<file path="src/hdl/polygon_line_crossing_counter_assert.svh">
// ----------------------------------------------------------------------------
// Assertion macros for the polygon line crossing counter
// Concurrent checks, sampled on clock and disabled during reset.
// ----------------------------------------------------------------------------
`ifndef POLYGON_LINE_CROSSING_COUNTER_ASSERT_SVH
`define POLYGON_LINE_CROSSING_COUNTER_ASSERT_SVH

// property that must hold at every edge
`define PLCC_ASSERT_ALWAYS(name, prop, msg) \
   name: assert property (@(posedge clock) disable iff (reset) (prop)) else $error(msg);

// implication within the same cycle
`define PLCC_ASSERT_IMP(name, cond, prop, msg) \
   name: assert property (@(posedge clock) disable iff (reset) (cond) |-> (prop)) \
      else $error(msg);

`endif

</file>
<file path="src/hdl/plcc_pkg.sv">
// ----------------------------------------------------------------------------
// plcc_pkg
// Shared widths, register indexes and payload types of the crossing counter.
// ----------------------------------------------------------------------------
package plcc_pkg;

   localparam int COORD_BITS = 24;
   localparam int COUNT_BITS = 16;
   localparam int DIFF_BITS  = COORD_BITS + 1;
   localparam int PROD_BITS  = 2 * DIFF_BITS;
   localparam int SUM_BITS   = PROD_BITS + 1;
   localparam int TOL_BITS   = 2 * COORD_BITS + 1;

   // job queue, depth must be a power of two
   localparam int FIFO_DEPTH = 4;
   localparam int FIFO_AW    = $clog2(FIFO_DEPTH);
   localparam int FIFO_CW    = FIFO_AW + 1;

   localparam int CSR_AW = 6;
   localparam int CSR_DW = 64;

   localparam logic [2:0] REG_ORIGIN_X       = 3'd0;
   localparam logic [2:0] REG_ORIGIN_Y       = 3'd1;
   localparam logic [2:0] REG_DIRECTION_X    = 3'd2;
   localparam logic [2:0] REG_DIRECTION_Y    = 3'd3;
   localparam logic [2:0] REG_NULL_TOLERANCE = 3'd4;

   localparam logic [COUNT_BITS-1:0] COUNT_MAX = '1;

   typedef struct packed {
      logic signed [COORD_BITS-1:0] vertex_x;
      logic signed [COORD_BITS-1:0] vertex_y;
      logic                         last_vertex;
   } vertex_type;

   typedef struct packed {
      logic [COUNT_BITS-1:0] count_forward;
      logic [COUNT_BITS-1:0] count_backward;
      logic                  border_hit;
   } result_type;

   typedef struct packed {
      logic signed [COORD_BITS-1:0] x;
      logic signed [COORD_BITS-1:0] y;
   } point_type;

   // one vertex triple to judge; finish closes the polygon
   typedef struct packed {
      point_type prev;
      point_type mid;
      point_type next;
      logic      finish;
   } job_type;

   typedef struct packed {
      logic [FIFO_CW-1:0] fill;
      logic               full;
      logic               empty;
   } fifo_status_type;

   typedef struct packed {
      logic signed [COORD_BITS-1:0] origin_x;
      logic signed [COORD_BITS-1:0] origin_y;
      logic signed [COORD_BITS-1:0] direction_x;
      logic signed [COORD_BITS-1:0] direction_y;
      logic [TOL_BITS-1:0]          null_tolerance;
   } config_type;

   typedef struct packed {
      logic vld;
      logic finish;
      logic border;
      logic fwd;
      logic bwd;
   } verdict_type;

endpackage

</file>
<file path="src/hdl/plcc_front.sv">
// ----------------------------------------------------------------------------
// plcc_front
// Takes vertices, keeps the neighbour history and issues triples to judge.
// ----------------------------------------------------------------------------
module plcc_front import plcc_pkg::*; (
   input  logic            clock,
   input  logic            reset,
   input  logic            req_valid,
   output logic            req_ready,
   input  vertex_type      req_data,
   input  fifo_status_type fifo_status,
   output logic            push_valid,
   output job_type         push_data
);

   localparam logic [1:0] PH_IDLE   = 2'd0;
   localparam logic [1:0] PH_WRAP_A = 2'd1;
   localparam logic [1:0] PH_WRAP_B = 2'd2;

   localparam logic [1:0] SEEN_NONE = 2'd0;
   localparam logic [1:0] SEEN_ONE  = 2'd1;
   localparam logic [1:0] SEEN_MANY = 2'd2;

   logic [1:0] phase_ff, phase_in;
   logic [1:0] seen_ff, seen_in;
   point_type  first_ff, first_in;
   point_type  second_ff, second_in;
   point_type  older_ff, older_in;
   point_type  recent_ff, recent_in;
   point_type  tail_ff, tail_in;
   point_type  new_pt;
   logic       accept;

   assign req_ready = (phase_ff == PH_IDLE) && !fifo_status.full;
   assign accept    = req_valid && req_ready;
   assign new_pt    = '{x: req_data.vertex_x, y: req_data.vertex_y};

   always_comb begin
      phase_in   = phase_ff;
      seen_in    = seen_ff;
      first_in   = first_ff;
      second_in  = second_ff;
      older_in   = older_ff;
      recent_in  = recent_ff;
      tail_in    = tail_ff;
      push_valid = 1'b0;
      push_data  = '{prev: older_ff, mid: recent_ff, next: new_pt, finish: 1'b0};
      unique case (phase_ff)
         PH_IDLE: begin
            if (accept) begin
               if (seen_ff == SEEN_MANY) begin
                  push_valid = 1'b1;
               end else if (req_data.last_vertex && seen_ff == SEEN_NONE) begin
                  // lone vertex: judged against itself
                  push_valid = 1'b1;
                  push_data  = '{prev: new_pt, mid: new_pt, next: new_pt, finish: 1'b1};
               end
               if (seen_ff == SEEN_NONE) first_in = new_pt;
               if (seen_ff == SEEN_ONE) second_in = new_pt;
               if (req_data.last_vertex) begin
                  tail_in = new_pt;
                  if (seen_ff != SEEN_NONE) phase_in = PH_WRAP_A;
               end else begin
                  older_in  = recent_ff;
                  recent_in = new_pt;
                  if (seen_ff != SEEN_MANY) seen_in = seen_ff + 2'd1;
               end
            end
         end
         PH_WRAP_A: begin
            if (!fifo_status.full) begin
               push_valid = 1'b1;
               push_data  = '{prev: recent_ff, mid: tail_ff, next: first_ff, finish: 1'b0};
               phase_in   = PH_WRAP_B;
            end
         end
         PH_WRAP_B: begin
            if (!fifo_status.full) begin
               push_valid = 1'b1;
               push_data  = '{prev: tail_ff, mid: first_ff, next: second_ff, finish: 1'b1};
               phase_in   = PH_IDLE;
               seen_in    = SEEN_NONE;
            end
         end
         default: begin
            phase_in = PH_IDLE;
         end
      endcase
   end

   always_ff @(posedge clock) begin
      if (reset) begin
         phase_ff <= PH_IDLE;
         seen_ff  <= SEEN_NONE;
      end else begin
         phase_ff <= phase_in;
         seen_ff  <= seen_in;
      end
   end

   always_ff @(posedge clock) begin
      first_ff  <= first_in;
      second_ff <= second_in;
      older_ff  <= older_in;
      recent_ff <= recent_in;
      tail_ff   <= tail_in;
   end

endmodule

</file>
<file path="config.mk">
export PLATFORM = sky130hd
export DESIGN_NAME = plcc_front
export DESIGN_NICKNAME = d
export VERILOG_FILES = /design/src/hdl/polygon_line_crossing_counter_assert.svh /design/src/hdl/plcc_pkg.sv /design/src/hdl/plcc_front.sv
export SDC_FILE = /design/constraint.sdc
export NUM_CORES = 1
export LEC_CHECK = 0
export ABC_AREA = 1
export BUFFER_PORTS_ARGS = -buffer_cell sky130_fd_sc_hd__buf_2
export CORE_ASPECT_RATIO = 1.5
export CORE_MARGIN = 3
export CORE_UTILIZATION = 40
export CTS_CLUSTER_DIAMETER = 120
export DETAILED_ROUTE_END_ITERATION = 6
export SYNTH_ARGS = -nofsm -noshare
export SYNTH_HDL_FRONTEND = slang
export SYNTH_SLANG_ARGS = --single-unit
</file>
<file path="constraint.sdc">
create_clock -name clock -period 8.3 [get_ports clock]
set_clock_uncertainty 0.05 [all_clocks]
set_input_delay 1.66 -clock clock [delete_from_list [all_inputs] [get_ports clock]]
set_output_delay 1.66 -clock clock [all_outputs]
set_load 0.01 [all_outputs]
</file>
==> results.yml <==
place:
  place_area_sq_um: 15200
  dp.final_hpwl_um: 24000
  routabilityCongestion: 0.796
  io_buffers: 199
detailed_routing:
  drt-total-wl_um: 44000
  drc_errors: 0
  vias_per_cell: 5.31
  antenna_left: 0
  wl_per_cell_um: 18.2
  drt_iter0_markers: 1196
  num_vias: 12900
  drt_first_pass_iters: 6
cells_and_area:
  area_growth_pct: 13.7
  drive_above_1_share_pct: 14.3
  nNetsFinal: 2003
  antenna_cells: 0
  finalInstanceArea_sq_um: 16000
yosys:
  netlist_top_cells_count: "814 x nand2_1, 240 x edfxtp_1, 145 x o21ai_0"
  avgSynthCellArea_sq_um: 7.72
  synth_flop_cell: "edfxtp_1"
  synth_edf_count: 240
  synth_cell_types: 26
  synthArstFlopShare_pct: 0
  ys_warn_count: 0
  synth_nets: 1890
  ys_seq_elements: 244
  netlist.area_leader.share_pct: 51.1
  synthCells: 1824
  synth.area.top_cells: "edfxtp_1 51%, nand2_1 22%, o21ai_0 5.2%"
  seq_area_frac_synth_pct: 51.7
  yosysMostFrequentCell: "nand2_1"
  netlist_area_sq_um: 14100
  synth_largest_area_cell: "edfxtp_1"
sta:
  worst_pin_slew_ns: 1.19
  setup_viol: 0
  hold_viol_final: 0
  finalCritPeriodShare_pct: 73.7
  fmax_ghz: 0.163
  slew_headroom_pct: 20.4
  rsz0062_at_grt: "false"
  period_minus_slack_ns: 6.12
  final-max-slew-violation-count: 0
  setup_tns_ns: 0
power:
  power_density_nw_per_um2: 336
  finalPower_mw: 5.38
  peakVddDrop_mv: 0.209
  p_leak_nw: 7.08
grt:
  grt_max_degree: 106
  antenna_found_initial: 2
  grt_pass1_wl_um: 67100
  grtUsageTotal_pct: 22.4
  grt-ovfl-total: 0
  grt_pass1_vias: 11800
clock_network:
  clock-sinks: 244
  cts-resized-gates: 0
  clk_path_buf_depth: 3
  cts-hold-fix-buffers: 0
  insertion_delay_ns: 0.54
  cts_max_level: 1
  clockRootBuffer: "clkbuf_16"
  cts_tree: "done"
  cts_made_buffers: 25
  cts_setup_buffers: 0
  clkTransAtPathRegs_ns: 0.06
outcome:
  outcome: "completed"
hold_path:
  min_path_type: "reg -> reg"
  holdPathStages: 0
setup_path:
  crit_type: "in -> out"
  cp.arrival_ns: 4.41
  crit_required_ns: 6.59
  cp_max_fo: 105
  start_kind: "primary input"
  rr_worst_depth: 6
  cp-end-kind: "output port"
floorplanning:
  io_pins: 204
  die-width_um: 159
  rows: 83
  start_util_pct: 40.9
  fp.dieH_um: 236
  core_sq_um: 34500
  die_area_sq_um: 37600
run:
  maxCapViolCount: 0
==> state kept, by name, indices dropped and copies added, names as in the netlist <==
signal / flops
first_ff: 48
older_ff: 48
recent_ff: 48
second_ff: 48
tail_ff: 48
phase_ff: 2
seen_ff: 2
==> cells in the final DEF, fill, tap and decap left out, types with 4 or more instances in the layout <==
cell type and count:
nand2_1 813, edfxtp_1 240, o21ai_0 145, nor2_1 99, a21oi_1 95, nand3_2 6
ha_1 5, clkbuf_16 25, nor2_4 5, nand3_1 139, clkinv_2 6, dfxtp_1 4
buf_2 199, o22ai_1 5, clkbuf_1 5, inv_1 69, o21ai_1 48, buf_4 17
==> worst paths after layout <==
kind                  startpoint              to  slack, ns
setup / recovery  fifo_status[1]  push_data[108]       2.18
hold / removal     recent_ff[47]    older_ff[47]       0.44
setup reg to reg     phase_ff[0]   recent_ff[31]       4.71
hold reg to reg    recent_ff[47]    older_ff[47]       0.44
==> worst max-delay path: stages <==
cell	delay [ns]
buf_2	0.13
inv_6	0.51
nand2_4	0.13
nor2_8	0.84
nand2_4	0.05
buf_4	0.38
nand2_1	0.12
o21ai_1	0.07
nand2_1	0.09
nand2_1	0.13
buf_2	0.17
==> per-stage QoR <==
step / cells / setup WS, ns / util [%] / hold WS [ns]
after global routing: 2421 / 2.04 / 46.5 / 0.442
after CTS: 2421 / 2.22 / 46.5 / 0.432
after global placement: 2377 / 2.25 / 44.2 / 0.409
final: 2421 / 2.18 / 46.5 / 0.436
after detailed placement: 2377 / 2.23 / 44.2 / 0.418
after floorplan: 1824 / 1.52 / - / 0.400
==> power breakdown <==
| group | internal (mW) | switching (mW) | leakage (nW) |
|---|---|---|---|
| combinational | 0.811 | 1.88 | 4.47 |
| sequential | 1.53 | 0.0571 | 2.23 |
| clock | 0.625 | 0.486 | 0.377 |
| total | 2.96 | 2.42 | 7.08 |
==> layer usage <==
metal / routed length [um] / global-route usage (%) / part of all wire, %
met5: 24 / 0 / 0.055
met4: 1230 / 7.67 / 2.8
met3: 3120 / 2.69 / 7.1
met2: 21800 / 39.0 / 49
met1: 17800 / 28.9 / 41
==> logic make-up after synthesis <==
family	share of synthesized area, %
DFF	51.7
and+or+nand+nor	30.3
AOI/OAI and AO/OA	10.6
buffers and inverters	6.57
adders and majority gates	0.799
==> cell type report <==
| type | count | area, sq um |
|---|---|---|
| tap | 467 | 584 |
| inverter | 75 | 293 |
| timing repair buffer | 216 | 1120 |
| fill | 3456 | 18500 |
| clock inverter | 13 | 124 |
| sequential | 244 | 7290 |
| clock buffer | 31 | 658 |
| multi-input combinational | 1375 | 5950 |
Note: power is estimated with default switching activity, not from simulation.
