File: src/hdl/polygon_line_crossing_counter_assert.svh
// ----------------------------------------------------------------------------
// Assertion macros for the polygon line crossing counter
// Concurrent checks, sampled on clock and disabled during reset.
// ----------------------------------------------------------------------------
`ifndef POLYGON_LINE_CROSSING_COUNTER_ASSERT_SVH
`define POLYGON_LINE_CROSSING_COUNTER_ASSERT_SVH

// property that must hold at every edge
`define PLCC_ASSERT_ALWAYS(name, prop, msg) \
   name: assert property (@(posedge clock) disable iff (reset) (prop)) else $error(msg);

// implication within the same cycle
`define PLCC_ASSERT_IMP(name, cond, prop, msg) \
   name: assert property (@(posedge clock) disable iff (reset) (cond) |-> (prop)) \
      else $error(msg);

`endif

File: src/hdl/plcc_pkg.sv
// ----------------------------------------------------------------------------
// plcc_pkg
// Shared widths, register indexes and payload types of the crossing counter.
// ----------------------------------------------------------------------------
package plcc_pkg;

   localparam int COORD_BITS = 24;
   localparam int COUNT_BITS = 16;
   localparam int DIFF_BITS  = COORD_BITS + 1;
   localparam int PROD_BITS  = 2 * DIFF_BITS;
   localparam int SUM_BITS   = PROD_BITS + 1;
   localparam int TOL_BITS   = 2 * COORD_BITS + 1;

   // job queue, depth must be a power of two
   localparam int FIFO_DEPTH = 4;
   localparam int FIFO_AW    = $clog2(FIFO_DEPTH);
   localparam int FIFO_CW    = FIFO_AW + 1;

   localparam int CSR_AW = 6;
   localparam int CSR_DW = 64;

   localparam logic [2:0] REG_ORIGIN_X       = 3'd0;
   localparam logic [2:0] REG_ORIGIN_Y       = 3'd1;
   localparam logic [2:0] REG_DIRECTION_X    = 3'd2;
   localparam logic [2:0] REG_DIRECTION_Y    = 3'd3;
   localparam logic [2:0] REG_NULL_TOLERANCE = 3'd4;

   localparam logic [COUNT_BITS-1:0] COUNT_MAX = '1;

   typedef struct packed {
      logic signed [COORD_BITS-1:0] vertex_x;
      logic signed [COORD_BITS-1:0] vertex_y;
      logic                         last_vertex;
   } vertex_type;

   typedef struct packed {
      logic [COUNT_BITS-1:0] count_forward;
      logic [COUNT_BITS-1:0] count_backward;
      logic                  border_hit;
   } result_type;

   typedef struct packed {
      logic signed [COORD_BITS-1:0] x;
      logic signed [COORD_BITS-1:0] y;
   } point_type;

   // one vertex triple to judge; finish closes the polygon
   typedef struct packed {
      point_type prev;
      point_type mid;
      point_type next;
      logic      finish;
   } job_type;

   typedef struct packed {
      logic [FIFO_CW-1:0] fill;
      logic               full;
      logic               empty;
   } fifo_status_type;

   typedef struct packed {
      logic signed [COORD_BITS-1:0] origin_x;
      logic signed [COORD_BITS-1:0] origin_y;
      logic signed [COORD_BITS-1:0] direction_x;
      logic signed [COORD_BITS-1:0] direction_y;
      logic [TOL_BITS-1:0]          null_tolerance;
   } config_type;

   typedef struct packed {
      logic vld;
      logic finish;
      logic border;
      logic fwd;
      logic bwd;
   } verdict_type;

endpackage

File: src/hdl/plcc_fifo.sv
// ----------------------------------------------------------------------------
// plcc_fifo
// Short job queue between the vertex front end and the judging pipeline.
// ----------------------------------------------------------------------------
module plcc_fifo import plcc_pkg::*; (
   input  logic            clock,
   input  logic            reset,
   input  logic            push_valid,
   input  job_type         push_data,
   input  logic            pop,
   output fifo_status_type status,
   output job_type         head
);

   job_type            mem_ff [FIFO_DEPTH];
   logic [FIFO_AW-1:0] wr_ptr_ff, rd_ptr_ff;
   logic [FIFO_CW-1:0] fill_ff, fill_in;
   logic               push_ok, pop_ok;

   assign status.fill  = fill_ff;
   assign status.full  = (fill_ff == FIFO_CW'(FIFO_DEPTH));
   assign status.empty = (fill_ff == '0);
   assign head         = mem_ff[rd_ptr_ff];

   assign push_ok = push_valid && !status.full;
   assign pop_ok  = pop && !status.empty;

   always_comb begin
      unique case ({push_ok, pop_ok})
         2'b10:   fill_in = fill_ff + FIFO_CW'(1);
         2'b01:   fill_in = fill_ff - FIFO_CW'(1);
         default: fill_in = fill_ff;
      endcase
   end

   always_ff @(posedge clock) begin
      if (reset) begin
         wr_ptr_ff <= '0;
         rd_ptr_ff <= '0;
         fill_ff   <= '0;
      end else begin
         if (push_ok) wr_ptr_ff <= wr_ptr_ff + FIFO_AW'(1);
         if (pop_ok) rd_ptr_ff <= rd_ptr_ff + FIFO_AW'(1);
         fill_ff <= fill_in;
      end
   end

   always_ff @(posedge clock) begin
      if (push_ok) mem_ff[wr_ptr_ff] <= push_data;
   end

endmodule

File: config.mk
export PLATFORM = sky130hd
export DESIGN_NAME = plcc_fifo
export DESIGN_NICKNAME = d
export VERILOG_FILES = /design/src/hdl/polygon_line_crossing_counter_assert.svh /design/src/hdl/plcc_pkg.sv /design/src/hdl/plcc_fifo.sv
export SDC_FILE = /design/constraint.sdc
export NUM_CORES = 1
export LEC_CHECK = 0
export ABC_AREA = 1
export BUFFER_PORTS_ARGS = -buffer_cell sky130_fd_sc_hd__buf_2
export CORE_MARGIN = 5
export CORE_UTILIZATION = 55
export DETAILED_ROUTE_END_ITERATION = 10
export PLACE_DENSITY = 0.83
export RECOVER_POWER = 100
export SYNTH_ARGS = -nofsm -noshare
export SYNTH_HDL_FRONTEND = slang
export SYNTH_SLANG_ARGS = --single-unit
File: constraint.sdc
create_clock -name clock -period 13.7 [get_ports clock]
set_input_delay 1.37 -clock clock [delete_from_list [all_inputs] [get_ports clock]]
set_output_delay 1.37 -clock clock [all_outputs]
set_load 0.01 [all_outputs]
==> flow_metrics.py, run 1 <==
metrics = {
    "outcome": {
        "outcome": "complete, but fails checks",
        "failed_checks": "capacitance limit, slew limit",
    },
    "timing": {
        "hold_violations": 0,
        "timing.final.crit_share_pct": 57.19,
        "fin_crit_ns": 7.835,
        "worstMarginPinSlew_ns": 4.159,
        "setup_viol": 0,
        "finClkSkew_ns": 0.008874,
        "slew_headroom_pct": -177.3,
        "rsz0062_at_grt": "false",
        "drv_slew": 722,
        "final.setup.tns_ns": 0,
        "timing.fmax_mhz": 127.6,
        "worst_hold_slack_ns": 0.5110,
    },
    "route": {
        "via_per_inst": 5.770,
        "drt_iter0_markers": 1401,
        "routedWlPerCell_um": 20.61,
        "drc": 0,
        "ant_nets": 0,
        "num_vias": 13370,
        "drt_wl_total_um": 47760,
        "dr.pass1.iters": 5,
    },
    "floorplan": {
        "start_util_pct": 55.22,
        "rows": 73,
        "die_w_um": 209.3,
        "die_y_um": 209.3,
        "core_um2": 39550,
        "num_io_pins": 299,
        "dieArea_um2": 43800,
    },
    "finish": {
        "fin_cells": 2317,
        "layout.nets": 1903,
        "area_delta_synth_final_pct": 14.01,
        "fillers": 2901,
        "drive_gt1_share_pct": 4.589,
    },
    "global_route": {
        "track_usage_pct": 21.16,
        "grt_pass1_vias": 13220,
        "antenna_found_initial": 9,
        "overflow": 0,
        "grt_pass1_wl_um": 72970,
        "grt_max_degree": 190,
    },
    "critical_path": {
        "path_class": "flip-flop to primary output",
        "crit_fanout": 81,
        "crit_path_frequent_cell": "clkbuf_1",
        "slowest_stage": "clkbuf_1",
        "path_cells": "inv_4 > clkbuf_1 > o21ai_0 > o22ai_1 > clkbuf_1",
        "cp_slowest_stage_delay_ns": 2.33,
        "required_ns": 12.33,
        "arrival_ns": 6.47,
        "r2r_setup_slack_ns": 6.91,
        "start_kind": "flip-flop",
        "critPathCaptureType": "primary output",
    },
    "logic_synthesis": {
        "ys_types": 16,
        "synthTopCellsByArea": "edfxtp_1 80%, o21ai_0 6.7%, nor2_1 5.2%, o22ai_1 4.2%, clkbuf_1 1.0%",
        "avgSynthCellArea_um2": 14.84,
        "ys_seq_area_share_pct": 80.57,
        "syn_area_um2": 21840,
        "yosys.area.top_type": "edfxtp_1",
        "synth_edf_count": 580,
        "synthTopCellsByCount": "580 x edfxtp_1, 300 x nor2_1, 292 x o21ai_0",
        "synth_seq_cells": 589,
        "synth_top_area_share_pct": 79.74,
        "yosysWarnings": 0,
        "yosys_most_used_dff": "edfxtp_1",
        "synth_nets": 1627,
        "syn_inst": 1472,
        "yosysMostFrequentCell": "edfxtp_1",
        "async_flop_share_pct": 0,
    },
    "power_and_ir_drop": {
        "p_comb_share_pct": 20.9,
        "power_mw": 4.580,
        "power_density_nw_per_um2": 183.9,
        "p_int_mw": 3.224,
        "p_sw_share_pct": 29.62,
        "peakVddDrop_mv": 0.1346,
        "p_seq_share_pct": 48.4,
        "clkPwrFrac_pct": 30.8,
        "leakagePower_nw": 7.971,
        "net-switching-power_mw": 1.356,
    },
    "cts": {
        "cts_tree": "done",
        "ctsResizeCount": 0,
        "holdBufCountCts": 0,
        "cts_max_level": 2,
        "clk_pin_slew_ns": 0.06,
        "cts-buffers-inserted": 56,
        "cts.path.max_buffers": 3,
        "clock_latency_ns": 0.57,
        "post-cts-setup-buffers": 0,
        "clkSinkCount": 589,
        "clockRootBuffer": "clkbuf_16",
    },
    "placement": {
        "routabilityCongestion": 0.7486,
        "dpl.cell_count": 2215,
        "dp_hpwl_um": 27240,
        "portBuffers": 298,
    },
    "job": {
        "cap_violations": 13,
    },
    "min_path": {
        "hold_path_class": "flip-flop to flip-flop",
    },
}
[kinds of logic after synthesis]
| group | count (synthesis) | share of synthesized area (%) |
|---|---|---|
| buffers and inverters | 115 | 2.566 |
| adder cells (fa/ha/maj) | 6 | 0.3781 |
| AND/OR/NAND/NOR | 320 | 5.528 |
| flip-flops | 589 | 80.57 |
| AO/OA/AOI/OAI | 442 | 10.96 |
[layout make-up]
type	count	area, um2	share of cell area [%]
Sequential cell	589	17600	70.68
Multi-Input combinational cell	768	3684	14.79
Clock buffer	78	1525	6.125
Timing Repair Buffer	313	1199	4.814
Tap cell	525	656.9	2.638
Clock inverter	19	137.6	0.5527
Inverter	20	85.08	0.3417
Antenna cell	5	12.51	0.05025
[metal layers]
| metal | vias up | GRT usage, % | part of all wire (%) |
|---|---|---|---|
| li1 | 6110 | - | - |
| met1 | 6560 | 27.89 | 38 |
| met2 | 592 | 34.45 | 49 |
| met3 | 96 | 5.949 | 10 |
| met4 | 12 | 7.201 | 2.9 |
| met5 | - | 0 | 0.16 |
[layout by cell type, fill, tap and decap left out, drive strengths merged]
master and count:
diode 5, ha 5, o21ai 292, edfxtp 580
bufinv 2, clkinvlp 1, nor2 300, clkinv 16
o22ai 145, inv 20, buf 9, nand2 15
dfxtp 9, a21oi 5, clkbuf 382, fa 1
nand3 5
[worst max-delay path, delay by kind of cell (launching register included)]
family	cells	cell delay, ns
buffers and inverters	3	3.67
AOI/OAI and AO/OA	2	0.79
DFF	1	1.33
[sequential cells by signal, indices dropped and copies added (netlist names), named ones only]
name,flops
mem_ff,580
fill_ff,3
rd_ptr_ff,2
wr_ptr_ff,2
[power by group through the flow]
stage / registers (mW) / logic [mW] / clock network (mW)
4_1_cts: 2.20 / 1.02 / 1.43
6_report: 2.21 / 0.956 / 1.41
3_3_place_gp: 2.23 / 0.987 / 0
2_1_floorplan: 2.24 / 0.629 / 0
3_5_place_dp: 2.24 / 1.01 / 0
5_1_grt: 2.23 / 1.05 / 1.52
[final timing paths]
| path | start | to | cells after the start |
|---|---|---|---|
| setup / recovery | flip-flop | head[116] | 5 |
| setup reg to reg | fill_ff[1]$_SDFFE_PP0P_ | mem_ff[0][68]$_DFFE_PP_ | 5 |
| hold reg to reg | wr_ptr_ff[1]$_SDFFE_PP0P_ | wr_ptr_ff[1]$_SDFFE_PP0P_ | 2 |
| hold / removal | wr_ptr_ff[1]$_SDFFE_PP0P_ | wr_ptr_ff[1]$_SDFFE_PP0P_ | 2 |
[metrics by stage]
stage / setup WS (ns) / util, % / instance area [um2]
floorplan: 5.509 / - / 21840
global placement: 9.550 / 59.83 / 23660
detailed placement: 9.496 / 59.83 / 23660
CTS: 8.864 / 64.04 / 25330
global route: 5.149 / 62.93 / 24890
finish: 5.865 / 62.96 / 24900
(Power assumes the default switching activity.)
==> run 2, diff against run 1 <==
--- a/config.mk
+++ b/config.mk
@@ -8,9 +8,9 @@
 export ABC_AREA = 1
 export BUFFER_PORTS_ARGS = -buffer_cell sky130_fd_sc_hd__buf_2
 export CORE_MARGIN = 5
-export CORE_UTILIZATION = 55
+export CORE_UTILIZATION = 51
 export DETAILED_ROUTE_END_ITERATION = 10
-export PLACE_DENSITY = 0.83
+export PLACE_DENSITY = 0.81
 export RECOVER_POWER = 100
 export SYNTH_ARGS = -nofsm -noshare
 export SYNTH_HDL_FRONTEND = slang
==> constraint.sdc (replaced) <==
create_clock -name clock -period 6.39 [get_ports clock]
set_input_delay 0.639 -clock clock [delete_from_list [all_inputs] [get_ports clock]]
set_output_delay 0.639 -clock clock [all_outputs]
set_load 0.01 [all_outputs]
==> flow_metrics.py, run 2 (synthesized netlist as in run 1, its figures left out) <==
metrics = {
    "critical_path": {
        "crit_family": "buffers and inverters",
        "required_ns": 5.75,
        "path_depth": 4,
        "r2r_start": "fill_ff[1]$_SDFFE_PP0P_",
        "path_cells": "clkbuf_2 > o21ai_0 > o22ai_1 > clkbuf_1",
        "crit_path_end": "head[120]",
        "cp_slowest_stage_delay_ns": 1.58,
        "critPathCaptureType": "primary output",
        "timing.rr.end": "mem_ff[2][106]$_DFFE_PP_",
        "ff2ff_path_depth": 5,
        "r2r_setup_slack_ns": 1.75,
        "path_class": "flip-flop to primary output",
        "start_kind": "flip-flop",
        "crit_fanout": 103,
        "slowest_stage": "clkbuf_2",
        "arrival_ns": 4.11,
        "crit_buf_inv": 2,
    },
    "cts": {
        "cts-buffers-inserted": 56,
        "cts.path.max_buffers": 3,
        "clkSinkCount": 589,
        "cts_tree": "done",
        "holdBufCountCts": 0,
        "post-cts-setup-buffers": 0,
        "ctsResizeCount": 0,
        "clock_latency_ns": 0.60,
        "cts_max_level": 2,
        "clockRootBuffer": "clkbuf_16",
        "clk_pin_slew_ns": 0.06,
    },
    "route": {
        "drc": 0,
        "ant_nets": 0,
        "dr.pass1.iters": 5,
        "num_vias": 13450,
        "drt_wl_total_um": 48590,
        "drt_iter0_markers": 1117,
        "routedWlPerCell_um": 20.82,
        "via_per_inst": 5.763,
    },
    "finish": {
        "largest_reg_flops": 580,
        "fin_cells": 2334,
        "top_register": "mem_ff",
        "fillers": 3215,
        "drive_gt1_share_pct": 6.076,
        "layout.nets": 1901,
        "final_util_pct": 59.44,
        "final_cell_mix": "580 x edfxtp_1, 300 x nor2_1, 296 x clkbuf_1",
        "largest_registers": "mem_ff: 580 flops, fill_ff: 3 flops",
        "area_delta_synth_final_pct": 14.66,
        "final_common_cell": "edfxtp_1",
    },
    "power_and_ir_drop": {
        "power_mw": 9.978,
        "leakagePower_nw": 8.084,
        "power_density_nw_per_um2": 398.5,
        "peakVddDrop_mv": 0.3032,
    },
    "global_route": {
        "antenna_found_initial": 10,
        "overflow": 0,
        "grt_max_degree": 146,
        "track_usage_pct": 20.12,
        "grt_pass1_vias": 13560,
        "grt_pass1_wl_um": 74820,
    },
    "timing": {
        "setup_viol": 0,
        "slew_headroom_pct": -68.09,
        "fin_crit_ns": 4.745,
        "rsz0062_at_grt": "false",
        "hold_violations": 0,
        "finClkSkew_ns": 0.02577,
        "timing.fmax_mhz": 210.7,
        "postLayoutSetupSlackWorst_ns": 1.645,
        "drv_slew": 833,
        "timing.final.crit_share_pct": 74.26,
        "worstMarginPinSlew_ns": 2.521,
    },
    "outcome": {
        "failed_checks": "capacitance limit, slew limit",
        "outcome": "complete, but fails checks",
    },
    "placement": {
        "pre_cts_ws_ns": 3.017,
        "dp_hpwl_um": 26720,
        "routabilityCongestion": 0.7608,
        "portBuffers": 298,
        "dpl.cell_count": 2227,
    },
    "floorplan": {
        "start_util_pct": 51.84,
        "die_y_um": 216.9,
        "core_um2": 42130,
        "dieArea_um2": 47060,
        "num_io_pins": 299,
        "die_w_um": 216.9,
        "rows": 75,
    },
    "job": {
        "cap_violations": 14,
    },
    "min_path": {
        "hold_path_class": "primary input to flip-flop",
    },
}
-- run 2: cell types whose count changed in the layout (fill, tap and decap cells not counted), moves of 4 or more --
cell	delta
buf_2	+6
clkinv_1	+8
clkbuf_1	-27
clkbuf_2	+10
diode_2	-4
clkinv_2	+7
-- run 2: worst min path at each step --
| stage | start | slack [ns] | endpoint | cells past startpoint |
|---|---|---|---|---|
| global route | reset | 0.23 | wr_ptr_ff[1]$_SDFFE_PP0P_ | 2 |
| CTS | reset | 0.20 | wr_ptr_ff[0]$_SDFFE_PP0P_ | 2 |
| finish | reset | 0.24 | wr_ptr_ff[0]$_SDFFE_PP0P_ | 2 |
| detailed placement | rd_ptr_ff[1]$_SDFFE_PP0P_ | 0.49 | flip-flop | 2 |
| floorplan | rd_ptr_ff[1]$_SDFFE_PP0P_ | 0.46 | flip-flop | 2 |
| global placement | rd_ptr_ff[1]$_SDFFE_PP0P_ | 0.47 | flip-flop | 2 |
-- run 2: where the power goes --
| group | leakage (nW) | internal [mW] | switching [mW] |
|---|---|---|---|
| sequential | 5.40 | 4.61 | 0.142 |
| combinational | 1.80 | 0.560 | 1.50 |
| clock | 0.884 | 1.82 | 1.36 |
-- run 2: routing by layer --
| metal | vias up | GRT usage [%] | routed length (um) |
|---|---|---|---|
| met5 | - | 0 | 128 |
| met4 | 20 | 6.952 | 1335 |
| met3 | 109 | 5.878 | 4281 |
| met2 | 544 | 33.42 | 23600 |
| met1 | 6662 | 25.68 | 19250 |
| li1 | 6116 | - | - |
-- run 2: worst register-to-register path: stages (launching register included) --
cell,delay [ns]
dfxtp_1,0.37
nor2_1,0.08
nand2_1,0.12
nand2_1,0.17
nor2_1,1.45
clkbuf_2,1.84
-- run 2: area by class of cell --
type	count	area [um2]	share of cell area, %
diodes	1	2.502	0.009992
clock buffers	66	1481	5.916
clock inverters	40	305.3	1.219
inverters	20	87.58	0.3497
multi-input cells	768	3684	14.71
flip-flops and latches	589	17600	70.30
well taps	539	674.4	2.693
repair buffers	311	1204	4.806
-- run 2: stage by stage --
step / hold slack, ns / cell area, um2 / TNS, ns
floorplan: 0.4587 / 21840 / -620.46
global placement: 0.4742 / 23690 / 0
detailed placement: 0.4910 / 23690 / 0
CTS: 0.2010 / 25480 / 0
global route: 0.2300 / 25040 / 0
finish: 0.2426 / 25040 / 0
