[config.mk]
export PLATFORM = sky130hd
export DESIGN_NAME = plcc_tally
export DESIGN_NICKNAME = d
export VERILOG_FILES = /design/src/hdl/polygon_line_crossing_counter_assert.svh /design/src/hdl/plcc_pkg.sv /design/src/hdl/plcc_tally.sv
export SDC_FILE = /design/constraint.sdc
export NUM_CORES = 1
export LEC_CHECK = 0
export BUFFER_PORTS_ARGS = -buffer_cell sky130_fd_sc_hd__buf_4
export CORE_MARGIN = 10
export CORE_UTILIZATION = 55
export DETAILED_ROUTE_END_ITERATION = 6
export GPL_TIMING_DRIVEN = 0
export PLACE_DENSITY = 0.76
export SLEW_MARGIN = 10
export SYNTH_ARGS = -nofsm -noshare
export SYNTH_HDL_FRONTEND = slang
export SYNTH_SLANG_ARGS = --single-unit
[constraint.sdc]
create_clock -name clock -period 2.9 [get_ports clock]
set_input_delay 0.58 -clock clock [delete_from_list [all_inputs] [get_ports clock]]
set_output_delay 0.58 -clock clock [all_outputs]
set_load 0.02 [all_outputs]
[src/hdl/polygon_line_crossing_counter_assert.svh]
// ----------------------------------------------------------------------------
// Assertion macros for the polygon line crossing counter
// Concurrent checks, sampled on clock and disabled during reset.
// ----------------------------------------------------------------------------
`ifndef POLYGON_LINE_CROSSING_COUNTER_ASSERT_SVH
`define POLYGON_LINE_CROSSING_COUNTER_ASSERT_SVH

// property that must hold at every edge
`define PLCC_ASSERT_ALWAYS(name, prop, msg) \
   name: assert property (@(posedge clock) disable iff (reset) (prop)) else $error(msg);

// implication within the same cycle
`define PLCC_ASSERT_IMP(name, cond, prop, msg) \
   name: assert property (@(posedge clock) disable iff (reset) (cond) |-> (prop)) \
      else $error(msg);

`endif

[src/hdl/plcc_pkg.sv]
// ----------------------------------------------------------------------------
// plcc_pkg
// Shared widths, register indexes and payload types of the crossing counter.
// ----------------------------------------------------------------------------
package plcc_pkg;

   localparam int COORD_BITS = 24;
   localparam int COUNT_BITS = 16;
   localparam int DIFF_BITS  = COORD_BITS + 1;
   localparam int PROD_BITS  = 2 * DIFF_BITS;
   localparam int SUM_BITS   = PROD_BITS + 1;
   localparam int TOL_BITS   = 2 * COORD_BITS + 1;

   // job queue, depth must be a power of two
   localparam int FIFO_DEPTH = 4;
   localparam int FIFO_AW    = $clog2(FIFO_DEPTH);
   localparam int FIFO_CW    = FIFO_AW + 1;

   localparam int CSR_AW = 6;
   localparam int CSR_DW = 64;

   localparam logic [2:0] REG_ORIGIN_X       = 3'd0;
   localparam logic [2:0] REG_ORIGIN_Y       = 3'd1;
   localparam logic [2:0] REG_DIRECTION_X    = 3'd2;
   localparam logic [2:0] REG_DIRECTION_Y    = 3'd3;
   localparam logic [2:0] REG_NULL_TOLERANCE = 3'd4;

   localparam logic [COUNT_BITS-1:0] COUNT_MAX = '1;

   typedef struct packed {
      logic signed [COORD_BITS-1:0] vertex_x;
      logic signed [COORD_BITS-1:0] vertex_y;
      logic                         last_vertex;
   } vertex_type;

   typedef struct packed {
      logic [COUNT_BITS-1:0] count_forward;
      logic [COUNT_BITS-1:0] count_backward;
      logic                  border_hit;
   } result_type;

   typedef struct packed {
      logic signed [COORD_BITS-1:0] x;
      logic signed [COORD_BITS-1:0] y;
   } point_type;

   // one vertex triple to judge; finish closes the polygon
   typedef struct packed {
      point_type prev;
      point_type mid;
      point_type next;
      logic      finish;
   } job_type;

   typedef struct packed {
      logic [FIFO_CW-1:0] fill;
      logic               full;
      logic               empty;
   } fifo_status_type;

   typedef struct packed {
      logic signed [COORD_BITS-1:0] origin_x;
      logic signed [COORD_BITS-1:0] origin_y;
      logic signed [COORD_BITS-1:0] direction_x;
      logic signed [COORD_BITS-1:0] direction_y;
      logic [TOL_BITS-1:0]          null_tolerance;
   } config_type;

   typedef struct packed {
      logic vld;
      logic finish;
      logic border;
      logic fwd;
      logic bwd;
   } verdict_type;

endpackage

[src/hdl/plcc_tally.sv]
// ----------------------------------------------------------------------------
// plcc_tally
// Crossing tallies, border parity fix and the result register.
// ----------------------------------------------------------------------------
module plcc_tally import plcc_pkg::*; (
   input  logic        clock,
   input  logic        reset,
   input  verdict_type verdict,
   output logic        hold,
   input  logic        rsp_ready,
   output logic        rsp_valid,
   output result_type  rsp_data
);

   logic [COUNT_BITS-1:0] fwd_ff, fwd_in, bwd_ff, bwd_in, fwd_sum, bwd_sum;
   logic                  border_ff, border_in, border_sum;
   logic                  rsp_valid_ff, rsp_valid_in;
   result_type            rsp_data_ff, result;
   logic                  take, load;

   // a closing item waits only while the result register is still full and rsp_ready is low
   assign hold      = verdict.vld && verdict.finish && rsp_valid_ff && !rsp_ready;
   assign take      = verdict.vld && !hold;
   assign load      = take && verdict.finish;
   assign rsp_valid = rsp_valid_ff;
   assign rsp_data  = rsp_data_ff;

   always_comb begin
      fwd_sum    = (verdict.fwd && fwd_ff != COUNT_MAX) ? fwd_ff + COUNT_BITS'(1) : fwd_ff;
      bwd_sum    = (verdict.bwd && bwd_ff != COUNT_MAX) ? bwd_ff + COUNT_BITS'(1) : bwd_ff;
      border_sum = border_ff || verdict.border;

      result.count_forward  = fwd_sum;
      result.count_backward = bwd_sum;
      result.border_hit     = border_sum;
      // making an even count odd is just setting bit 0
      if (border_sum && (fwd_sum != '0 || bwd_sum != '0)) begin
         priority if (!fwd_sum[0]) begin
            result.count_forward[0] = 1'b1;
         end else if (!bwd_sum[0]) begin
            result.count_backward[0] = 1'b1;
         end else begin
            // both counts already odd
         end
      end

      fwd_in    = fwd_ff;
      bwd_in    = bwd_ff;
      border_in = border_ff;
      if (take) begin
         if (verdict.finish) begin
            fwd_in    = '0;
            bwd_in    = '0;
            border_in = 1'b0;
         end else begin
            fwd_in    = fwd_sum;
            bwd_in    = bwd_sum;
            border_in = border_sum;
         end
      end

      rsp_valid_in = (rsp_valid_ff && !rsp_ready) || load;
   end

   always_ff @(posedge clock) begin
      if (reset) begin
         fwd_ff       <= '0;
         bwd_ff       <= '0;
         border_ff    <= 1'b0;
         rsp_valid_ff <= 1'b0;
      end else begin
         fwd_ff       <= fwd_in;
         bwd_ff       <= bwd_in;
         border_ff    <= border_in;
         rsp_valid_ff <= rsp_valid_in;
      end
   end

   always_ff @(posedge clock) begin
      if (load) rsp_data_ff <= result;
   end

endmodule

==> flow_results.org, run 1 <==
** Floorplan
- Starting density of the core :: 56.8%
- Die Ht :: a little under 100 um
- In this run the standard cell core region covers 5960 sq um.
- FP Rows :: 28
- The floorplan step defined a die boundary enclosing 9690 sq um.
- Measured along the x axis, the die boundary spans 98.4 um.
- Top-level I/O count :: 43

** Clock tree
- TritonCTS sink count :: 67
- Number of setup buffers added after CTS :: 0
- TritonCTS built the clock tree.
- The root buffer cell chosen for the clock tree is clkbuf_8.
- Number of buffers inserted during clock tree synthesis :: 9
- Deepest level of the CTS H-tree :: 3
- Clk slew on worst S/H paths :: 0.07 ns
- Buffers inserted to repair hold after CTS numbered 0.
- Maximum count of clock buffers along a single path :: 2
- The later pin in the worst-skew pair is clocked with a latency of approximately 0.34 ns.

** Yosys
- Number of warnings issued by yosys :: 0
- Number of distinct library cells after synthesis :: 48
- Flip-flop cell with the highest count after synthesis :: dfxtp_1
- Yosys mapped a number of flops with a built-in enable equal to 33.
- Counting flops with an async set or reset pin after synthesis yields a share of 0%.
- In this run, synthesis produced a sequential element count of between 60 and 70.
- The number of nets in the synthesized netlist is between 300 and 400.
- Area contributors post-synth :: edfxtp_1, dfxtp_1, a22oi_1
- Cell with the most instances after synthesis :: nor2_1
- Top post-synthesis cells by count :: nor2_1, dfxtp_1, edfxtp_1, a22oi_1, nand2_1
- Mapped Avg Cell Area :: 9.69 sq um
- Counting every instance in the synthesized netlist gives 349.
- After synthesis the cells add up to 3380 sq um.
- Sequential cells were found to cover around half of the synthesized design area.
- In this run the biggest area consumer among cell types represents 29.3% of the synthesized area.
- Post-synthesis cell type with the largest combined area :: edfxtp_1

** Global routing
- After global routing the overflow that remains totals 0.
- The first global-routing pass estimated roughly 14 mm of wire.
- Entering global routing, the biggest net connects 36 pins.
- The initial antenna violation count came to 0.
- Global routing used between 10% and 20% of the available tracks across all layers.
- Vias in the first global route :: between 2k and 3k

** Power and ir drop
- IR analysis of the VDD net gives a maximum drop of 0.000321 V.
- Leakage dissipation :: approximately 0.0014 uW
- In this run the power density over the cells is just under 500 nW/um^2.

** Placed design
- Pre-CTS setup slack :: -0.0346 ns
- The number of placed instances, taps included, is 465.
- Detailed placer's ending HPWL :: 5.92 mm
- The congestion estimate from routability-driven global placement came to ~0.87.
- During placement, the flow inserted port buffers numbering 41.

** Detailed routing
- For this run, the detailed router's first-pass iteration total came to 5.
- Routed wire length :: roughly 8.5 mm
- Mean number of vias per cell :: 6.00
- In the routed design, unresolved DRC markers number 0.
- In this run the remaining antenna-violating nets after routing total 0.
- Routed length per placed instance :: 17.7 um
- Number of vias in the routed layout :: 2880
- The detailed router finished its first iteration with 331 violations.

** Cells and area
- # fillers :: 505
- Multi-input logic area :: 1590 sq um
- Final core occ :: between 60 and 70%
- The number of antenna diodes in the final layout is 0.
- Number of cells in the finished layout apart from fillers :: 480
- Final-stage net count :: slightly above 400
- FF/Latch Area :: between 1500 and 2000 sq um
- Relative to the synthesized area, the layout overhead comes to 18.1%.
- The post-route netlist has 20.7% of its cells at a drive strength greater than 1.

** Timing
- The max-slew violation count was 0.
- The worst path uses about 93% of the clock period.
- The count of final hold-check violations is 0.
- Across the routed clock network, the largest skew measured is 0.00659 ns.
- Setup repair after global routing left no endpoint under its margin.
- For the pin with the worst max-slew slack, the measured transition is 0.820 ns.
- Max Freq :: 369 MHz
- Measured against its own limit, the worst slew margin works out to 45.4%.
- Final critical delay including setup and external delays :: 2.71 ns
- Final worst-path setup slack :: 0.191 ns
- Total setup violations reported at the end of the flow :: 0

** Worst setup path
- Data arrival time of the worst path :: around 2.8 ns
- In this run the worst path has a maximum fanout of 10.
- Critical path capture point type :: register
- R2R Path Start :: fwd_ff[8]$_SDFFE_PP0P_
- The worst setup path is launched from a register.
- In this run the worst setup path begins at fwd_ff[8]$_SDFFE_PP0P_.
- Category of the most critical setup path :: reg -> reg
- Crit path required time :: a little under 3 ns

** Min path
- Min-Delay Startpoint :: border_ff$_SDFFE_PP0P_
- The min-delay analysis places its worst path in the category reg -> reg.

** Flow run
- Across the run, the number of max-cap violations was 0.

** Outcome
- Result of the run :: finished, final reports clean
## cell type report
type	count	share of cell area (%)
Clock inverter	2	0.877
Sequential cell	67	41.8
Inverter	2	0.188
Tap cell	75	2.35
Multi-Input combinational cell	251	39.7
Timing Repair Buffer	41	7.70
Clock buffer	14	4.07
Buffer	28	3.26
## registers in the layout (all words and copies together), names as in the netlist
name	cells
bwd_ff	16
border_ff	1
rsp_valid	1
fwd_ff	16
rsp_data	33
## cell usage in the layout, fill, tap and decap left out, types with 2 or more instances in the layout
master    instances
nor2_1           45
buf_4            43
dfxtp_1          34
edfxtp_1         33
a22oi_1          25
nand2_1          21
clkbuf_1         19
a21oi_1          19
nand4_1          16
xnor2_1          16
o21ai_0          13
nand3_1          12
clkbuf_8         11
buf_2             8
xor2_1            8
nor3_1            8
and4_1            5
mux2_2            5
and3_1            5
a31oi_1           5
or3_1             5
nor4_2            4
o21a_1            3
a41oi_1           3
nor2b_1           3
and2_1            2
nor4_1            2
or2_2             2
inv_1             2
nand2b_1          2
nor4b_1           2
o31ai_1           2
ha_1              2
## power breakdown
part	internal, uW	switching, uW	total, uW
clock network	444	336	780
logic	48.8	98.4	147
registers	1010	8.02	1020
## cells by family (layout without fill, tap and decap cells)
family | after synthesis | after routing | synth area share, %
AOI/OAI and AO/OA | 75 | 75 | 14.3
DFF | 67 | 67 | 49.4
buffers and inverters | 31 | 87 | 4.18
adders and majority gates | 2 | 2 | 0.740
and+or+nand+nor | 144 | 144 | 23.0
muxes | 5 | 5 | 1.66
xor gates and xnor gates | 25 | 25 | 6.69
## routing by layer
metal	track usage, %	part of all wire (%)
met4	7.94	2.0
met2	26.9	45
met5	0	0
met1	22.9	46
met3	4.54	7.2
## through the flow
stage               TNS, ns  power, uW  cell area [sq um]  hold slack, ns
global placement          0       1190               3780           0.499
finish                    0       1950               4000           0.514
detailed placement  -0.0346       1190               3790           0.498
floorplan                 0       1120               3380           0.484
global route              0       2010               4000           0.531
CTS                       0       1960               3990           0.512
## worst paths after layout
| check | endpoint | slack, ns | depth (start not counted) |
|---|---|---|---|
| min | border_ff$_SDFFE_PP0P_ | 0.51 | 2 |
| max | rsp_data[17]$_SDFFCE_PP1P_ | 0.19 | 9 |
| max reg2reg | rsp_data[17]$_SDFFCE_PP1P_ | 0.19 | 9 |
| min reg2reg | border_ff$_SDFFE_PP0P_ | 0.51 | 2 |
## critical path, stage by stage, from the launching register on
cell and delay (ns):
dfxtp_1 0.30, buf_2 0.18, and4_1 0.19, clkbuf_1 0.30, nand4_1 0.27, and3_1 0.30
xor2_1 0.17, nor4_1 0.36, and4_1 0.25, a32oi_1 0.11
## what timing repair did
item	in CTS	in global routing
resized for setup	1	2
pin swaps	0	0
setup endpoints to repair	1	1
Note: power is estimated with default switching activity, not from simulation.
==> run 2, diff against run 1 <==
--- a/config.mk
+++ b/config.mk
@@ -5,6 +5,7 @@
 export SDC_FILE = /design/constraint.sdc
 export NUM_CORES = 1
 export LEC_CHECK = 0
+export ABC_AREA = 1
 export BUFFER_PORTS_ARGS = -buffer_cell sky130_fd_sc_hd__buf_4
 export CORE_MARGIN = 10
 export CORE_UTILIZATION = 55
==> run 2 against run 1 <==
Compared with the run above: synthesized area is 12% higher; setup slack better by 0.37 ns; clock power fell by 13%; via count grew 19%.
==> flow_results.org, run 2 <==
** Outcome
- Result of the run :: finished, final reports clean

** Power and ir drop
- Logic pwr share :: 7.4%
- Net switching is between 20% and 30% of the power.
- The internal portion of the total power is 1360 uW.
- The clock network accounts for 37.0% of the total power.
- IR analysis of the VDD net gives a maximum drop of 0.000334 V.
- In this run the power spent charging and discharging nets is 470 uW.
- In this run the static leakage power is 0.00209 uW.
- Of the total power, registers draw 55.6%.
- Pwr Density :: approximately 420 nW/um^2

** Cells and area
- The register with the most flip-flops in the layout has 33 of them.
- # fillers :: slightly below 600
- Cells with a size suffix above 1 make up 14.7% of the layout.
- Final core occ :: 64.7%
- The finished cells cover 4350 sq um.
- For this run, the post-layout net count is 602.
- Diode insertion count for antenna repair :: 0
- Leaving out filler cells and counting taps, the final layout contains roughly 680.
- In the layout the commonest cells are nand2_1, inv_1, buf_4, nor2_1, nand3_1.
- Relative to the synthesized area, the layout overhead comes to 15.1%.
- Leaving out fill and tap cells, the most frequent cell in the layout is nand2_1.

** Detailed routing
- The pre-antenna-repair detailed-routing pass consisted of 4 iterations.
- For this block, the routed nets add up to ~8.6 mm of wire.
- Number of vias in the routed layout :: 3422
- Routed length per placed instance :: 12.7 um
- Mean number of vias per cell :: 5.05
- After detailed routing, the number of remaining DRC violations is 0.
- Iteration-0 DRC Markers :: 196
- Once detail routing completed, the nets flagged for antenna violations numbered 0.

** Yosys
- Number of warnings issued by yosys :: 0
- After synthesis the cells add up to roughly 3800 sq um.
- The synthesized design spends more area on one cell type than any other, namely edfxtp_1.
- Cell with the most instances after synthesis :: nand2_1
- Counting every net in the synthesized netlist gives 550.
- Area share of the leading cell type in the synthesized netlist :: 26.2%
- Total of flip-flops plus latches after synthesis :: 67
- Ranked by instance count, the synthesized netlist is headed by nand2_1, inv_1, nor2_1, nand3_1, dfxtp_1.
- Synthesis produced 540 cells.
- A synthesized cell averages 7.00 sq um.
- The synthesized netlist contains 29 unique library cells.
- Flip-flop cell with the highest count after synthesis :: dfxtp_1
- Counting flops with a built-in enable in the synthesized netlist gives 33.
- Area contributors post-synth :: edfxtp_1, nand2_1, dfxtp_1
- Sequential-to-total area share from yosys stat :: 44.2%
- Async S/R FF share, synth :: 0%

** Clock tree
- CTS Root Buffer Type :: clkbuf_8
- Number of hold buffers added after CTS :: 0
- Clock tree from TritonCTS :: done
- TritonCTS sink count :: 67
- The clock passes through at most 2 buffers.
- The number of gates resized after CTS was 0.
- The H-tree was split into 3 levels.
- Clk slew on worst S/H paths :: 0.08 ns
- At the later pin of the worst-skew pair, clock insertion delay measures between 0.3 and 0.4 ns.
- After clock tree synthesis, the setup repair step added 0 buffers.
- Counting the buffers created by CTS gives 9.

** Placed design
- Detailed placer's ending HPWL :: 6.48 mm
- Cell count after placement :: 661
- IO Port Bufs :: 41
- GP Congestion :: 0.972
- Placed inst area :: 4190 sq um
- Pre-CTS setup slack :: 0.621 ns

** Global routing
- Global routing met3 resource utilization :: 4.76%
- Largest net degree at the start of global routing :: 35
- Total global routing track utilization :: 17.5%
- Number of antenna violations at the first check in global routing :: 0
- Global-route wire length before repair :: 14.7 mm
- met2 is the most crowded layer.
- Total congestion overflow :: 0
- Global-route track usage on met2 :: 30.3%
- Met1 capacity usage during global routing :: 19.4%
- The via count of the first global-routing pass is 3213.

** Worst setup path
- Largest fanout on the critical path :: 8
- STA classifies the critical path endpoint as a register.
- Category of the most critical setup path :: reg -> reg
- FF-to-FF setup slack :: 0.56 ns
- The worst register-to-register path ends at rsp_data[17]$_SDFFCE_PP1P_.
- CP Launch Type :: register
- For the worst setup path, the data required time is 3.01 ns.
- In this run the critical register-to-register path is launched from fwd_ff[0]$_SDFFE_PP0P_.
- The number of cells on the worst reg-to-reg path is 14.
- Data arrival time of the worst path :: 2.44 ns

** Floorplan
- Top-level I/O count :: 43
- FP Rows :: 30
- Die Ht :: 103 um
- Core ar. :: 6720 sq um
- The die is 103 um wide.
- The die covers 10600 sq um.
- The initial utilization of the core area, before any placement, comes to 56.2%.

** Timing
- Setup violations remaining at the end of the flow were counted as 0.
- Setup repair after global routing left no endpoint under its margin.
- Timing would allow up to 428 MHz.
- Final Hold Viols :: 0
- Total negative slack for setup checks :: 0 ns
- Final worst-path setup slack :: 0.563 ns
- At the pin with the least slew margin, the transition time is between 0.7 and 0.8 ns.
- Final critical delay including setup and external delays :: 2.34 ns
- Max transition margin :: 50.5%
- Final Max Tran Viols :: 0
- Between clock sinks in the finished design, the worst skew comes to 0.0135 ns.
- After layout, the worst path uses 80.6% of the clock period.

** Min path
- The path class of the tightest hold or removal check is reg -> reg.
- The worst hold path begins at bwd_ff[15]$_SDFFE_PP0P_.
- The path with the worst hold slack has its endpoint at bwd_ff[15]$_SDFFE_PP0P_.
- Hold Path Stages :: 2

** Flow run
- The tool flagged a number of max-cap violations equal to 0.
run 2: through the flow:
stage,total power [uW],hold slack [ns]
after floorplan,1120,0.472
after global placement,1180,0.491
after detailed placement,1180,0.493
after CTS,1840,0.505
after global routing,1900,0.534
final,1830,0.506
run 2: power by group through the flow:
stage	combinational [uW]	clock (uW)	sequential (uW)
finish	135	677	1020
global route	150	731	1020
CTS	137	687	1020
detailed placement	137	0	1040
global placement	136	0	1040
floorplan	57.5	0	1060
run 2: area by class of cell:
cell class / instances / area [sq um] / area share (%)
Timing Repair Buffer: 41 / 308 / 7.08
Clock buffer: 11 / 131 / 3.02
Inverter: 89 / 340 / 7.82
Tap cell: 80 / 100 / 2.30
Buffer: 10 / 37.5 / 0.863
Multi-Input combinational cell: 374 / 1730 / 39.7
Sequential cell: 67 / 1670 / 38.4
Clock inverter: 5 / 32.5 / 0.748
run 2: kinds of logic after synthesis:
logic type,after synthesis,synth area share (%)
simple gates,335,40.1
buf+inv,99,10.0
flops,67,44.2
compound gates,37,4.97
fa+ha+maj,2,0.662
run 2: critical path: stages, from the launching register on:
cell and delay [ns]:
dfxtp_1 0.47, ha_1 0.22, nand3_1 0.13, inv_2 0.11
nand2_1 0.12, nor2_2 0.23, nand4_1 0.11, nand2_1 0.11
nand2_1 0.06, nor2_1 0.16, nand2_1 0.09, nor2_1 0.09
nand2_1 0.07, nand2_1 0.06, nand2_1 0.07
run 2: worst max path at each step:
stage,startpoint,to,slack [ns],cells past startpoint
global route,fwd_ff[0]$_SDFFE_PP0P_,rsp_data[17]$_SDFFCE_PP1P_,0.32,14
CTS,fwd_ff[0]$_SDFFE_PP0P_,rsp_data[17]$_SDFFCE_PP1P_,0.59,14
global placement,verdict[3],rsp_data[14]$_DFFE_PP_,0.44,6
floorplan,rsp_ready,rsp_data[0]$_DFFE_PP_,0.94,6
detailed placement,verdict[0],rsp_data[1]$_DFFE_PP_,0.62,14
finish,fwd_ff[0]$_SDFFE_PP0P_,rsp_data[17]$_SDFFCE_PP1P_,0.56,14
run 2: metal layers:
metal | part of all wire [%] | wire length [um] | vias to the layer above
met2 | 51 | 4370 | 70
li1 | - | - | 1785
met1 | 42 | 3640 | 1539
met5 | 0 | 0 | -
met4 | 2.4 | 207 | 0
met3 | 4.7 | 407 | 28
